===== src/rtl/core/kstat_pkg.sv =====
package kstat_pkg;

    localparam int ENTRIES     = 4096;
    localparam int COUNT_LIMIT = 16384;
    localparam int SLOTS       = 2 * ENTRIES;
    localparam int ENT_W       = $clog2(ENTRIES);
    localparam int SLOT_W      = $clog2(SLOTS);
    localparam int USED_W      = ENT_W + 1;
    localparam int CNT_W       = 15;
    localparam int SUM_W       = 16;
    localparam int KEY_W       = 64;
    localparam int MOVE_W      = 16;
    localparam int PCT_W       = 7;
    localparam int CFG_IDX_W   = 3;
    localparam int CFG_DATA_W  = 15;
    localparam int IN_DATA_W   = 96;
    localparam int OUT_DATA_W  = 144;
    localparam int PROD_W      = 23;

    localparam logic [1:0] ST_UPDATED = 2'd0;
    localparam logic [1:0] ST_CREATED = 2'd1;
    localparam logic [1:0] ST_FULL    = 2'd2;
    localparam logic [1:0] ST_UNUSED  = 2'd3;

    localparam logic [CFG_IDX_W-1:0] CFG_MIN_GAMES = 3'd0;
    localparam logic [CFG_IDX_W-1:0] CFG_MIN_PCT   = 3'd1;
    localparam logic [CFG_IDX_W-1:0] CFG_DROP_W    = 3'd2;
    localparam logic [CFG_IDX_W-1:0] CFG_DROP_B    = 3'd3;
    localparam logic [CFG_IDX_W-1:0] CFG_UNIFORM   = 3'd4;

    typedef struct packed {
        logic              valid;
        logic [ENT_W-1:0]  pos;
    } t_slot;

    typedef struct packed {
        logic [KEY_W-1:0]  key;
        logic [MOVE_W-1:0] move;
        logic              side;
        logic [CNT_W-1:0]  cnt;
        logic [SUM_W-1:0]  sum;
    } t_entry;

    typedef struct packed {
        logic load;
        logic clr_step;
        logic slot_rd;
        logic ent_rd_slot;
        logic ent_rd_idx;
        logic idx_inc;
        logic idx_start;
        logic create;
        logic update;
        logic halve;
        logic load_rd;
        logic set_full;
        logic set_unused;
        logic fin;
    } t_cmd;

    typedef struct packed {
        logic in_req;
        logic clr_last;
        logic slot_valid;
        logic match;
        logic at_limit;
        logic table_full;
        logic rd_unused;
        logic out_free;
    } t_stat;

endpackage


===== src/rtl/core/kstat_ctrl.sv =====
module kstat_ctrl (
    input  logic             i_clk,
    input  logic             i_rst_n,
    input  logic             i_valid,
    output logic             o_ready,
    input  kstat_pkg::t_stat i_stat,
    output kstat_pkg::t_cmd  o_cmd
);

    typedef enum logic [11:0] {
        S_CLR   = 12'b000000000001,
        S_IDLE  = 12'b000000000010,
        S_RSEL  = 12'b000000000100,
        S_RLD   = 12'b000000001000,
        S_SRD   = 12'b000000010000,
        S_SCHK  = 12'b000000100000,
        S_ECHK  = 12'b000001000000,
        S_HSRD  = 12'b000010000000,
        S_HSCHK = 12'b000100000000,
        S_HECHK = 12'b001000000000,
        S_FIN   = 12'b010000000000,
        S_SPARE = 12'b100000000000
    } t_state;

    t_state r_state, n_state;

    always_ff @(posedge i_clk) begin
        if (!i_rst_n) begin
            r_state <= S_CLR;
        end else begin
            r_state <= n_state;
        end
    end

    always_comb begin
        n_state = r_state;
        o_cmd   = '0;
        o_ready = 1'b0;
        unique case (r_state)
            S_CLR: begin
                o_cmd.clr_step = 1'b1;
                if (i_stat.clr_last) n_state = S_IDLE;
            end
            S_IDLE: begin
                o_ready = 1'b1;
                if (i_valid) begin
                    o_cmd.load = 1'b1;
                    n_state = i_stat.in_req ? S_RSEL : S_SRD;
                end
            end
            S_RSEL: begin
                if (i_stat.rd_unused) begin
                    o_cmd.set_unused = 1'b1;
                    n_state = S_FIN;
                end else begin
                    o_cmd.ent_rd_idx = 1'b1;
                    n_state = S_RLD;
                end
            end
            S_RLD: begin
                o_cmd.load_rd = 1'b1;
                n_state = S_FIN;
            end
            S_SRD: begin
                o_cmd.slot_rd = 1'b1;
                n_state = S_SCHK;
            end
            S_SCHK: begin
                if (i_stat.slot_valid) begin
                    o_cmd.ent_rd_slot = 1'b1;
                    n_state = S_ECHK;
                end else if (i_stat.table_full) begin
                    o_cmd.set_full = 1'b1;
                    n_state = S_FIN;
                end else begin
                    o_cmd.create = 1'b1;
                    n_state = S_FIN;
                end
            end
            S_ECHK: begin
                if (i_stat.match) begin
                    o_cmd.update = 1'b1;
                    if (i_stat.at_limit) begin
                        o_cmd.idx_start = 1'b1;
                        n_state = S_HSRD;
                    end else begin
                        n_state = S_FIN;
                    end
                end else begin
                    o_cmd.idx_inc = 1'b1;
                    n_state = S_SRD;
                end
            end
            S_HSRD: begin
                o_cmd.slot_rd = 1'b1;
                n_state = S_HSCHK;
            end
            S_HSCHK: begin
                if (i_stat.slot_valid) begin
                    o_cmd.ent_rd_slot = 1'b1;
                    n_state = S_HECHK;
                end else begin
                    n_state = S_FIN;
                end
            end
            S_HECHK: begin
                o_cmd.halve   = 1'b1;
                o_cmd.idx_inc = 1'b1;
                n_state = S_HSRD;
            end
            S_FIN: begin
                if (i_stat.out_free) begin
                    o_cmd.fin = 1'b1;
                    n_state = S_IDLE;
                end
            end
            default: begin
                n_state = S_IDLE;
            end
        endcase
    end

endmodule


===== config.mk =====
export PLATFORM = sky130hd
export DESIGN_NAME = kstat_ctrl
export DESIGN_NICKNAME = d
export VERILOG_FILES = /design/src/rtl/core/kstat_pkg.sv /design/src/rtl/core/kstat_ctrl.sv
export SDC_FILE = /design/constraint.sdc
export NUM_CORES = 1
export LEC_CHECK = 0
export BUFFER_PORTS_ARGS = -buffer_cell sky130_fd_sc_hd__buf_2
export CELL_PAD_IN_SITES_DETAIL_PLACEMENT = 0
export CELL_PAD_IN_SITES_GLOBAL_PLACEMENT = 1
export CORE_MARGIN = 2
export CORE_UTILIZATION = 31
export CTS_CLUSTER_DIAMETER = 30
export DETAILED_ROUTE_END_ITERATION = 8
export PLACE_DENSITY_LB_ADDON = 0.15
export SYNTH_ARGS = -nofsm -noshare
export SYNTH_HDL_FRONTEND = slang
export SYNTH_SLANG_ARGS = --single-unit

===== constraint.sdc =====
create_clock -name i_clk -period 1.9 [get_ports i_clk]
set_input_delay 0 -clock i_clk [delete_from_list [all_inputs] [get_ports i_clk]]
set_output_delay 0 -clock i_clk [all_outputs]
set_load 0.01 [all_outputs]

==> reports/metrics.cfg <==
[power_and_ir_drop]
ir_drop_uv=291
total_leakage_power_uw=0.000499
p_per_area_nw_per_um2=449

[timing]
timing.final.crit_share_pct=103
timing.hold.ws_ns=0.0158
layout_setup_ws_ns=-0.0568
drv_slew=0
setup-violations-final=5
slew_headroom_pct=74.8
worstMarginPinSlew_ns=0.374
fin_crit_ns=1.96
rsz0062_at_grt=yes
fin_skew_ns=0.000668
fmax_mhz=511
hold_viol=0

[die]
core_region_area_um2=2250
fp.dieH_um=53.3
rows=17
die_area_um2=2840
io_pins=26
start_util_pct=33.4
die_x_um=53.3

[cells_and_area]
fin_nets=148
regMostFlops=r_state
fillers=239
antenna_cells=0
postLayoutCoreUtil_pct=50.1
largest_reg_flops=11
top_regs=r_state (11)
drive_gt1_share_pct=50.0
syn_to_final_growth_pct=49.8

[setup_path]
crit_type=reg2out
slowest_delay_ns=0.53
critPathBufInv=1
r2r_slack_ns=-0.04
timing.rr.end=r_state[1]
rr_worst_depth=6
r2r-start=r_state[4]
required_ns=1.90
worstSetupEndpointType=primary output
worstPathCellList=or4_4 > or4_4 > nor4_4 > buf_2
start_kind=flop
arrival_ns=1.96
crit_path_top_delay_cell=or4_4
crit_path_max_fanout=4
cpMostUsedCell=or4_4
cp_top_family=simple AND/OR/NAND/NOR gates

[worst_hold_path]
hold_depth=3
worstHoldStart=i_stat[5]
min_to=r_state[6]
holdCritPathClass=in2reg

[synth]
async_flop_share_pct=0
ys_top_cells_by_area=dfxtp_1 (29%), nor3_1 (7.3%), nor4_1 (5.0%)
synth.net_count=104
yosysSeqAreaShare_pct=29.2
synth_area_um2=753
yosysUniqueCellTypes=33
yosysTopAreaCell=dfxtp_1
synth_cells=93
ys_top_cells_by_count=dfxtp_1 (11), nor3_1 (11), nand2_1 (9)
synth-main-ff-cell=dfxtp_1
yosysWarnings=0
synth_seq_cells=11
syn_area_per_cell_um2=8.10
synth_edf_count=0
synth_top_area_share_pct=29.2

[place]
dp_hpwl_um=1640
gp_congestion=0.783
place_ws_ns=0.0570
port_buffers=25

[grt]
grt_overflow_total=0
grt_pass1_vias=799
grt_first_pass_wirelength_um=3430
grt_max_degree=8
grt_antenna_before_repair=0
grt_use_total_pct=17.1

[outcome]
status=finished, violations left
failed_checks=negative setup slack

[route]
first_pass_iters=5
routed_wl_um=2110
num_vias=859
ant_nets=0
drc=0
wl_per_cell_um=12.9
drt_iter0_drc=11
vias_per_cell=5.24

[cts]
insertion_delay_ns=0.27
clkTransAtPathRegs_ns=0.07
cts_made_buffers=3
cts_root_buf=clkbuf_4
cts_tree=built
clkSinkCount=11
ctsHtreeMaxLevel=1
cts.path.max_buffers=2

[run]
cap_violations=0

## worst max path at each step
stage	startpoint	endpoint	slack [ns]	cells after the start
floorplan	r_state[6]	r_state[1]	-0.002	7
global placement	r_state[0]	o_cmd[8]	0.04	6
detailed placement	r_state[5]	r_state[1]	0.06	5
CTS	r_state[4]	o_cmd[9]	-0.06	4
global route	r_state[0]	o_cmd[8]	-0.13	6
finish	r_state[4]	o_cmd[9]	-0.06	4
## repair_timing
action / in CTS / in global routing
hold buffers: 2 / 0
endpoints found under the hold margin: 2 / 0
pin swaps: 3 / 3
setup buffers: 3 / 1
gates resized for setup: 11 / 6
endpoints found under the setup margin: 7 / 15
## cell usage in the layout, fill, tap and decap left out, types with 2 or more instances in the layout
cell and instances:
nor4_2 3, buf_2 24, nor3b_2 2, and2_1 2, buf_4 18, nand2_1 9
dlygate4sd3_1 2, nor3_1 9, o21a_1 3, or4_4 3, nor4_1 3, and3_1 2
nor2_2 2, nor4b_2 2, dfxtp_1 9, a21oi_1 2, xnor2_1 3, nor2b_1 3
dfxtp_2 2, clkbuf_4 3, nor2_1 6, inv_1 3
## area by class of cell
type	count	area [um2]	area share (%)
multi-input combinational	73	547	48.4
timing repair buffer	45	287	25.4
sequential	11	223	19.7
tap	28	35.0	3.10
clock buffer	4	26.3	2.33
inverter	3	11.3	0.998
## cells by family after synthesis
family	after synthesis	synth area share (%)
and+or+nand+nor	58	45.8
DFF	11	29.2
AOI/OAI and AO/OA	10	11.0
buffers and inverters	9	7.81
xor gates and xnor gates	4	4.65
muxes	1	1.49
## worst min-delay path, cell delays in order
cell and delay, ns:
buf_2 0.12, nand2_1 0.08, nor2_1 0.04
## power breakdown
part	switching (uW)	internal [uW]
Clock	83.5	81.3
Sequential	6.16	235
Combinational	51.5	49.2
## through the flow
stage | instances | setup TNS, ns | total power, uW | cell area [um2]
5_1_grt | 164 | -0.792 | 536 | 1130
4_1_cts | 163 | -0.198 | 510 | 1090
3_5_place_dp | 154 | 0 | 329 | 976
2_1_floorplan | 93 | -0.00153 | 290 | 758
3_3_place_gp | 154 | 0 | 328 | 976
6_report | 164 | -0.167 | 507 | 1130
## layer usage
metal	GRT usage [%]	up-vias	share of wire, %
met5	0	-	0
met3	2.82	2	4.1
met2	26.5	25	48
met1	22.0	402	47
met4	9.83	0	0.81
li1	-	430	-
Power figures use the tool's default switching activity.
